<file path="config.mk">
export PLATFORM = sky130hd
export DESIGN_NAME = block_cache_lfu_replacement_core_flat
export DESIGN_NICKNAME = d
export VERILOG_FILES = /design/src/rtl/blfu_pkg.sv /design/src/rtl/blfu_if.sv /design/src/rtl/block_cache_lfu_replacement_core.sv /design/src/rtl/blfu_ctrl.sv /design/src/rtl/blfu_dp.sv /design/src/flat_wrapper.sv
export SDC_FILE = /design/constraint.sdc
export NUM_CORES = 1
export LEC_CHECK = 0
export BUFFER_PORTS_ARGS = -buffer_cell sky130_fd_sc_hd__buf_4
export CAP_MARGIN = 20
export CORE_UTILIZATION = 51
export CTS_CLUSTER_SIZE = 8
export DETAILED_ROUTE_END_ITERATION = 10
export PLACE_DENSITY = 0.69
export RECOVER_POWER = 100
export SLEW_MARGIN = 15
export SYNTH_ARGS = -nofsm -noshare
export SYNTH_HDL_FRONTEND = slang
export SYNTH_SLANG_ARGS = --single-unit
</file>
<file path="constraint.sdc">
create_clock -name clk -period 8.3 [get_ports clk]
set_clock_uncertainty 0.1 [all_clocks]
set_input_delay 0.83 -clock clk [delete_from_list [all_inputs] [get_ports clk]]
set_output_delay 0.83 -clock clk [all_outputs]
set_load 0.02 [all_outputs]
</file>
<file path="src/rtl/blfu_pkg.sv">
// ----------------------------------------------------------------------------
// blfu_pkg
// Shared constants and types of the block cache LFU replacement core.
// ----------------------------------------------------------------------------
package blfu_pkg;

  localparam int CACHED_SLOTS_DEF  = 3;
  localparam int BLOCK_ID_BITS_DEF = 24;
  localparam int STREAM_BITS_DEF   = 4;
  localparam int SCORE_BITS_DEF    = 16;

  // threshold width and result slot width are fixed by the request format
  localparam int BEGIN_BITS    = 25;
  localparam int SLOT_OUT_BITS = 2;

  // controller -> datapath commands
  typedef struct packed {
    logic load;   // capture the accepted request
    logic exec;   // look up, update tags/scores, load result register
  } cmd_t;

endpackage

</file>
<file path="src/rtl/blfu_if.sv">
// ----------------------------------------------------------------------------
// blfu_req_if / blfu_rsp_if
// Valid/ready channels for lookup requests and their results.
// ----------------------------------------------------------------------------
interface blfu_req_if #(
  parameter int BLOCK_ID_BITS = blfu_pkg::BLOCK_ID_BITS_DEF,
  parameter int STREAM_BITS   = blfu_pkg::STREAM_BITS_DEF
);
  import blfu_pkg::*;

  logic                     valid;
  logic                     ready;
  logic [BLOCK_ID_BITS-1:0] block_id;
  logic [STREAM_BITS-1:0]   stream_index;
  logic [BEGIN_BITS-1:0]    uncached_begin;

  modport source (output valid, block_id, stream_index, uncached_begin, input ready);
  modport sink   (input valid, block_id, stream_index, uncached_begin, output ready);
endinterface

interface blfu_rsp_if;
  import blfu_pkg::*;

  logic                     valid;
  logic                     ready;
  logic                     hit;
  logic [SLOT_OUT_BITS-1:0] slot;
  logic                     bypass;

  modport source (output valid, hit, slot, bypass, input ready);
  modport sink   (input valid, hit, slot, bypass, output ready);
endinterface

</file>
<file path="src/rtl/block_cache_lfu_replacement_core.sv">
// ----------------------------------------------------------------------------
// block_cache_lfu_replacement_core
// Slot selection for a small block cache with LFU replacement and a bypass slot.
// ----------------------------------------------------------------------------
// Each request (block id, stream, stream's uncached threshold) yields one result:
// hit flag, slot and bypass flag. Ids at or above the threshold use the single
// bypass slot (slot CACHED_SLOTS); others are matched against the cached slots,
// where a hit bumps a saturating use score and a miss takes the first slot with
// the lowest score. A request is captured first; its execute step then does the
// parallel tag compare, the linear minimum search over the scores and the update,
// and no new request is accepted before it has executed. The result sits in
// an output register; the next request is accepted while it waits, but its
// execute cycle holds until that result is taken. No clearing pass after reset.
module block_cache_lfu_replacement_core #(
  parameter int CACHED_SLOTS  = blfu_pkg::CACHED_SLOTS_DEF,
  parameter int BLOCK_ID_BITS = blfu_pkg::BLOCK_ID_BITS_DEF,
  parameter int STREAM_BITS   = blfu_pkg::STREAM_BITS_DEF,
  parameter int SCORE_BITS    = blfu_pkg::SCORE_BITS_DEF
) (
  input logic       clk,
  input logic       rst,
  blfu_req_if.sink  req,
  blfu_rsp_if.source rsp
);
  import blfu_pkg::*;

  cmd_t cmd;

  blfu_ctrl u_ctrl (
    .clk       (clk),
    .rst       (rst),
    .in_valid  (req.valid),
    .in_ready  (req.ready),
    .out_valid (rsp.valid),
    .out_ready (rsp.ready),
    .cmd       (cmd)
  );

  blfu_dp #(
    .CACHED_SLOTS  (CACHED_SLOTS),
    .BLOCK_ID_BITS (BLOCK_ID_BITS),
    .STREAM_BITS   (STREAM_BITS),
    .SCORE_BITS    (SCORE_BITS)
  ) u_dp (
    .clk            (clk),
    .rst            (rst),
    .cmd            (cmd),
    .block_id       (req.block_id),
    .stream_index   (req.stream_index),
    .uncached_begin (req.uncached_begin),
    .hit            (rsp.hit),
    .slot           (rsp.slot),
    .bypass         (rsp.bypass)
  );

endmodule

</file>
<file path="src/rtl/blfu_ctrl.sv">
// ----------------------------------------------------------------------------
// blfu_ctrl
// Request sequencer: capture, execute, and result register handshake.
// ----------------------------------------------------------------------------
module blfu_ctrl (
  input  logic           clk,
  input  logic           rst,
  input  logic           in_valid,
  output logic           in_ready,
  output logic           out_valid,
  input  logic           out_ready,
  output blfu_pkg::cmd_t cmd
);
  import blfu_pkg::*;

  typedef enum logic {
    ST_IDLE,
    ST_EXEC
  } state_t;

  state_t state;

  always_comb begin
    cmd.load = (state == ST_IDLE) && in_valid && in_ready;
    // execute only when the result register is free or being emptied
    cmd.exec = (state == ST_EXEC) && (!out_valid || out_ready);
  end

  always_ff @(posedge clk) begin
    if (rst) begin
      state     <= ST_IDLE;
      in_ready  <= 1'b0;
      out_valid <= 1'b0;
    end else begin
      unique case (state)
        ST_IDLE: begin
          if (cmd.load) begin
            in_ready <= 1'b0;
            state    <= ST_EXEC;
          end else begin
            in_ready <= 1'b1;
          end
          if (out_valid && out_ready) begin
            out_valid <= 1'b0;
          end
        end
        ST_EXEC: begin
          // no exec here means the old result is still waiting
          if (cmd.exec) begin
            out_valid <= 1'b1;
            in_ready  <= 1'b1;
            state     <= ST_IDLE;
          end
        end
        default: begin
          state <= ST_IDLE;
        end
      endcase
    end
  end

  a_no_ready_in_exec: assert property (@(posedge clk) disable iff (rst)
    state == ST_EXEC |-> !in_ready)
    else $error("ready high while a request is in flight");

  a_load_to_exec: assert property (@(posedge clk) disable iff (rst)
    cmd.load |=> state == ST_EXEC)
    else $error("captured request did not move to execute");

  a_exec_gives_result: assert property (@(posedge clk) disable iff (rst)
    cmd.exec |=> out_valid)
    else $error("executed request produced no result");

endmodule

</file>
<file path="src/rtl/blfu_dp.sv">
// ----------------------------------------------------------------------------
// blfu_dp
// Tag store, use scores, victim search and result register.
// ----------------------------------------------------------------------------
module blfu_dp #(
  parameter int CACHED_SLOTS  = blfu_pkg::CACHED_SLOTS_DEF,
  parameter int BLOCK_ID_BITS = blfu_pkg::BLOCK_ID_BITS_DEF,
  parameter int STREAM_BITS   = blfu_pkg::STREAM_BITS_DEF,
  parameter int SCORE_BITS    = blfu_pkg::SCORE_BITS_DEF
) (
  input  logic                                 clk,
  input  logic                                 rst,
  input  blfu_pkg::cmd_t                       cmd,
  input  logic [BLOCK_ID_BITS-1:0]             block_id,
  input  logic [STREAM_BITS-1:0]               stream_index,
  input  logic [blfu_pkg::BEGIN_BITS-1:0]      uncached_begin,
  output logic                                 hit,
  output logic [blfu_pkg::SLOT_OUT_BITS-1:0]   slot,
  output logic                                 bypass
);
  import blfu_pkg::*;

  localparam int IDX_W  = (CACHED_SLOTS > 1) ? $clog2(CACHED_SLOTS) : 1;
  localparam int SLOT_W = $clog2(CACHED_SLOTS + 1);
  localparam int CMP_W  = (BLOCK_ID_BITS > BEGIN_BITS) ? BLOCK_ID_BITS : BEGIN_BITS;

  // captured request
  logic [BLOCK_ID_BITS-1:0] req_id;
  logic [STREAM_BITS-1:0]   req_stream;
  logic [BEGIN_BITS-1:0]    req_begin;

  // cached slots
  logic [BLOCK_ID_BITS-1:0] slot_block  [CACHED_SLOTS];
  logic [STREAM_BITS-1:0]   slot_stream [CACHED_SLOTS];
  logic [CACHED_SLOTS-1:0]  slot_valid;
  logic [SCORE_BITS-1:0]    use_score   [CACHED_SLOTS];

  // bypass slot
  logic [BLOCK_ID_BITS-1:0] byp_block;
  logic [STREAM_BITS-1:0]   byp_stream;
  logic                     byp_valid;

  logic                    to_bypass;
  logic                    byp_match;
  logic [CACHED_SLOTS-1:0] match;
  logic                    hit_any;
  logic [IDX_W-1:0]        hit_idx;
  logic [IDX_W-1:0]        victim;
  logic [SCORE_BITS-1:0]   low;

  assign to_bypass = CMP_W'(req_id) >= CMP_W'(req_begin);
  assign byp_match = byp_valid && (byp_block == req_id) && (byp_stream == req_stream);

  always_comb begin
    for (int i = 0; i < CACHED_SLOTS; i++) begin
      match[i] = slot_valid[i] && (slot_block[i] == req_id) &&
                 (slot_stream[i] == req_stream);
    end
  end

  // lowest matching slot wins
  always_comb begin
    hit_any = 1'b0;
    hit_idx = '0;
    for (int i = CACHED_SLOTS - 1; i >= 0; i--) begin
      if (match[i]) begin
        hit_any = 1'b1;
        hit_idx = IDX_W'(i);
      end
    end
  end

  // first slot with the lowest score
  always_comb begin
    low    = use_score[0];
    victim = '0;
    for (int i = 1; i < CACHED_SLOTS; i++) begin
      if (use_score[i] < low) begin
        low    = use_score[i];
        victim = IDX_W'(i);
      end
    end
  end

  always_ff @(posedge clk) begin
    if (cmd.load) begin
      req_id     <= block_id;
      req_stream <= stream_index;
      req_begin  <= uncached_begin;
    end
    if (cmd.exec) begin
      bypass <= to_bypass;
      if (to_bypass) begin
        hit  <= byp_match;
        slot <= SLOT_OUT_BITS'(SLOT_W'(CACHED_SLOTS));
        if (!byp_match) begin
          byp_block  <= req_id;
          byp_stream <= req_stream;
        end
      end else if (hit_any) begin
        hit  <= 1'b1;
        slot <= SLOT_OUT_BITS'(hit_idx);
      end else begin
        hit                 <= 1'b0;
        slot                <= SLOT_OUT_BITS'(victim);
        slot_block[victim]  <= req_id;
        slot_stream[victim] <= req_stream;
      end
    end
  end

  // control-side state: valid bits and scores
  always_ff @(posedge clk) begin
    if (rst) begin
      slot_valid <= '0;
      byp_valid  <= 1'b0;
      for (int i = 0; i < CACHED_SLOTS; i++) begin
        use_score[i] <= '0;
      end
    end else if (cmd.exec) begin
      if (to_bypass) begin
        byp_valid <= 1'b1;
      end else if (hit_any) begin
        if (use_score[hit_idx] != '1) begin
          use_score[hit_idx] <= use_score[hit_idx] + 1'b1;
        end
      end else begin
        slot_valid[victim] <= 1'b1;
        use_score[victim]  <= '0;
      end
    end
  end

  // a tag is only ever filled on a miss, so no two cached slots hold it
  a_unique_tags: assert property (@(posedge clk) disable iff (rst)
    cmd.exec |-> $onehot0(match))
    else $error("same tag resident in two cached slots");

  a_miss_fills_victim: assert property (@(posedge clk) disable iff (rst)
    cmd.exec && !to_bypass && !hit_any |=>
      slot_valid[$past(victim)] && use_score[$past(victim)] == '0)
    else $error("miss did not claim the victim slot");

  a_bypass_keeps_scores: assert property (@(posedge clk) disable iff (rst)
    cmd.exec && to_bypass |=> use_score[0] == $past(use_score[0]))
    else $error("bypass request changed a use score");

endmodule
</file>
<file path="src/flat_wrapper.sv">
// flat-port wrapper written by rule: the top's interface ports become plain ports
module block_cache_lfu_replacement_core_flat import blfu_pkg::*;
#(
  parameter int CACHED_SLOTS  = blfu_pkg::CACHED_SLOTS_DEF,
  parameter int BLOCK_ID_BITS = blfu_pkg::BLOCK_ID_BITS_DEF,
  parameter int STREAM_BITS   = blfu_pkg::STREAM_BITS_DEF,
  parameter int SCORE_BITS    = blfu_pkg::SCORE_BITS_DEF
)
  (clk, rst, req_valid, req_block_id, req_stream_index, req_uncached_begin, req_ready, rsp_valid, rsp_hit, rsp_slot, rsp_bypass, rsp_ready);
  blfu_req_if #(.BLOCK_ID_BITS(BLOCK_ID_BITS), .STREAM_BITS(STREAM_BITS)) req_i ();
  blfu_rsp_if rsp_i ();
  input logic clk;
  input logic rst;
  input wire logic [$bits(req_i.valid)-1:0] req_valid;
  input wire logic [$bits(req_i.block_id)-1:0] req_block_id;
  input wire logic [$bits(req_i.stream_index)-1:0] req_stream_index;
  input wire logic [$bits(req_i.uncached_begin)-1:0] req_uncached_begin;
  output wire logic [$bits(req_i.ready)-1:0] req_ready;
  output wire logic [$bits(rsp_i.valid)-1:0] rsp_valid;
  output wire logic [$bits(rsp_i.hit)-1:0] rsp_hit;
  output wire logic [$bits(rsp_i.slot)-1:0] rsp_slot;
  output wire logic [$bits(rsp_i.bypass)-1:0] rsp_bypass;
  input wire logic [$bits(rsp_i.ready)-1:0] rsp_ready;
  assign req_i.valid = req_valid;
  assign req_i.block_id = req_block_id;
  assign req_i.stream_index = req_stream_index;
  assign req_i.uncached_begin = req_uncached_begin;
  assign req_ready = req_i.ready;
  assign rsp_valid = rsp_i.valid;
  assign rsp_hit = rsp_i.hit;
  assign rsp_slot = rsp_i.slot;
  assign rsp_bypass = rsp_i.bypass;
  assign rsp_i.ready = rsp_ready;
  block_cache_lfu_replacement_core #(.CACHED_SLOTS(CACHED_SLOTS), .BLOCK_ID_BITS(BLOCK_ID_BITS), .STREAM_BITS(STREAM_BITS), .SCORE_BITS(SCORE_BITS)) u_core (.clk(clk), .rst(rst), .req(req_i), .rsp(rsp_i));
endmodule
</file>
==> results.json <==
{
  "chipWidth_um": 149,
  "synth_compound_area_share_pct": 6.86,
  "vdd_drop_max_uv": 235,
  "relSlewSlack_pct": -91.5,
  "dieHeight_um": 149,
  "clock-sinks": 224,
  "synth_ff_type": "edfxtp_1",
  "synth_fa_ha_area_share_pct": 6.26,
  "start_util_pct": 52.1,
  "cts_tree": "yes",
  "hold_viol": 0,
  "outcome": "finished, violations left",
  "tightest_slew_ns": 2.87,
  "drc": 0,
  "place_area_um2": 11800,
  "dieArea_um2": 22100,
  "end_kind": "flip-flop",
  "setup_viol": 0,
  "dp_hpwl_mm": 17.5,
  "htreeDepth": 1,
  "yosys.area_share.simple_pct": 11.7,
  "vias": 7031,
  "arrival_ns": 7.10,
  "synth_xor_area_share_pct": 9.94,
  "async_flop_share_pct": 0,
  "antenna_left": 0,
  "drt-wirelength-per-cell_um": 20.2,
  "path_max_fanout": 16,
  "grt_pass1_wl_mm": 38.6,
  "grtUsageTotal_pct": 23.0,
  "placed_cells": 1160,
  "ys_seq_area_share_pct": 60.6,
  "post-cts-setup-buffers": 0,
  "violations": "capacitance limit, slew limit",
  "critPathKind": "reg2reg",
  "drv_cap": 5,
  "hold_class": "reg2reg",
  "period_needed_ns": 7.10,
  "p_leak_uw": 0.00448,
  "crit_family": "compound AO/OA/AOI/OAI gates",
  "synth_top_family_by_area": "simple AND/OR/NAND/NOR gates",
  "grt_max_degree": 56,
  "grt_pass1_vias": 7022,
  "cts-root-buf": "clkbuf_16",
  "syn_avg_cell_area_um2": 13.1,
  "clk_latency_ns": 0.56,
  "synth_cell_types": 60,
  "synth_largest_area_cell": "edfxtp_1",
  "numCtsBuffers": 31,
  "final_core_util_pct": 59.7,
  "cpPeakStageDelay_ns": 0.85,
  "crit_path_top_delay_cell": "clkbuf_1",
  "rsz0062_at_grt": "no",
  "synth_edf_count": 217,
  "drtPass1Iterations": 5,
  "syn-cell-area_um2": 11000,
  "yosys-mux-area-fraction_pct": 1.95,
  "synth_top_area_share_pct": 59.3,
  "fin_area_um2": 12600,
  "ys_seq_elements": 224,
  "place_congestion": 0.900,
  "synth.most_common_cell": "edfxtp_1",
  "clk_path_buf_depth": 3,
  "antenna_found_initial": 0,
  "grt-ovfl-total": 0,
  "worstSetupStartpointType": "flip-flop",
  "drive_above_1_share_pct": 12.0,
  "insertedDiodeCount": 0,
  "max_freq_mhz": 141,
  "post_cts_resized": 0,
  "area_growth_pct": 14.6,
  "crit_path_cell_trace": "inv_1, ha_1, o21a_1, o21ai_0, a21oi_1, o2111ai_1, a211oi_1, nor2_1, clkbuf_1, mux2i_1, ha_1, and3_1, a221o_1, a21oi_1, o21ai_0, o31ai_1, nor2_1, o211ai_2, nand2b_1",
  "yosysWarnings": 0,
  "cts_hold_buf": 0,
  "drv_slew": 156,
  "synthesis.instances": 838,
  "first_iter_violations": 527,
  "total_power_uw": 2640,
  "nNetsFinal": 1030,
  "tns_ns": 0,
  "power_density_nw_per_um2": 209,
  "cp.buffers_inverters": 2,
  "synth_commonest_cells": "edfxtp_1, xnor2_1, nor2_1, ha_1, inv_1",
  "drt-total-wl_mm": 24.6,
  "syn-num-nets": 950,
  "period_share_pct": 85.5,
  "coreArea_um2": 21100,
  "required_ns": 8.30,
  "rows": 53,
  "clkTransAtPathRegs_ns": 0.05,
  "io_pins": 63,
  "finalNonFillerCells": 1218,
  "port_buffers": 62,
  "drt-vias-per-instance": 5.77,
  "synth_area_leaders": "edfxtp_1, xnor2_1, ha_1"
}
==> cell type report <==
class | count | area [µm²]
fill | 1707 | 8490
sequential | 224 | 6660
multi-input combinational | 542 | 4030
clock buffer | 57 | 873
timing repair buffer | 72 | 495
tap | 275 | 344
inverter | 47 | 176
clock inverter | 1 | 20.0
==> worst min-delay path: stages, from the launching register on <==
cell     delay [ns]
dfxtp_1        0.31
inv_1          0.05
a21oi_1        0.05
==> state kept, by name, summed over array words and instances, names as in the netlist, 2 cells and up <==
name	cells
u_core.u_dp.req_begin	25
u_core.u_dp.byp_block	24
u_core.u_dp.slot_stream	12
u_core.u_dp.slot_valid	3
u_core.u_dp.use_score	48
u_core.u_dp.byp_stream	4
u_core.u_dp.slot	2
u_core.u_dp.req_id	24
u_core.u_dp.slot_block	72
u_core.u_dp.req_stream	4
==> power by group <==
part / internal (µW) / switching, µW
registers: 1280 / 35.1
clock network: 700 / 454
logic: 74.9 / 98.1
total: 2050 / 587
==> cell usage in the layout (no fill, tap or decap), types with 3 or more instances in the layout <==
| cell type | netlist | layout |
|---|---|---|
| edfxtp_1 | 217 | 217 |
| xnor2_1 | 101 | 101 |
| ha_1 | 55 | 55 |
| clkbuf_4 | 0 | 54 |
| nor2_1 | 56 | 52 |
| inv_1 | 47 | 47 |
| nand4_1 | 45 | 45 |
| clkbuf_1 | 16 | 38 |
| clkbuf_16 | 0 | 31 |
| nand2_1 | 30 | 30 |
| nor3_1 | 28 | 28 |
| a21oi_1 | 26 | 26 |
| xor2_1 | 20 | 20 |
| nor4_1 | 17 | 18 |
| mux2i_1 | 18 | 18 |
| a21o_1 | 17 | 17 |
| nand3_1 | 16 | 16 |
| o21ai_0 | 14 | 14 |
| a32o_1 | 9 | 9 |
| dfxtp_1 | 7 | 7 |
| or4_1 | 6 | 6 |
| a31oi_1 | 6 | 6 |
| nand2b_1 | 6 | 6 |
| o211ai_1 | 6 | 6 |
| buf_4 | 2 | 6 |
| a211oi_1 | 4 | 5 |
| o21ai_1 | 5 | 5 |
| and4_1 | 5 | 5 |
| and2_1 | 4 | 4 |
| nor2b_1 | 4 | 4 |
| o21a_1 | 3 | 3 |
| mux2_2 | 3 | 3 |
| and3_1 | 3 | 3 |
| nor2_2 | 0 | 3 |
==> cells by family after synthesis <==
group	Yosys count
buffers and inverters	72
adder cells (fa/ha/maj)	55
AND/OR/NAND/NOR	234
flip-flops	224
AO/OA/AOI/OAI	109
XOR/XNOR	123
multiplexers	21
==> per-stage QoR <==
step	hold WS (ns)	setup WS, ns
floorplan	0.326	1.05
detailed placement	0.343	1.95
global placement	0.342	2.07
global route	0.359	0.758
finish	0.349	1.20
CTS	0.336	1.90
==> final timing paths <==
kind	slack, ns	cells after the start	end	start
hold reg to reg	0.35	2	u_core.u_dp.byp_valid	u_core.u_dp.byp_valid
hold / removal	0.35	2	u_core.u_dp.byp_valid	u_core.u_dp.byp_valid
setup reg to reg	1.20	19	u_core.u_dp.use_score[1][7]	u_core.u_dp.use_score[0][2]
setup / recovery	1.20	19	u_core.u_dp.use_score[1][7]	u_core.u_dp.use_score[0][2]
==> per-layer routing <==
layer | up-vias | track usage (%) | part of all wire [%]
met5 | - | 0 | 0
met4 | 0 | 7.09 | 2.3
met3 | 39 | 3.58 | 5.8
met2 | 238 | 40.2 | 50
met1 | 3434 | 29.6 | 42
li1 | 3320 | - | -
No activity file was read; power rests on OpenSTA's default activity.
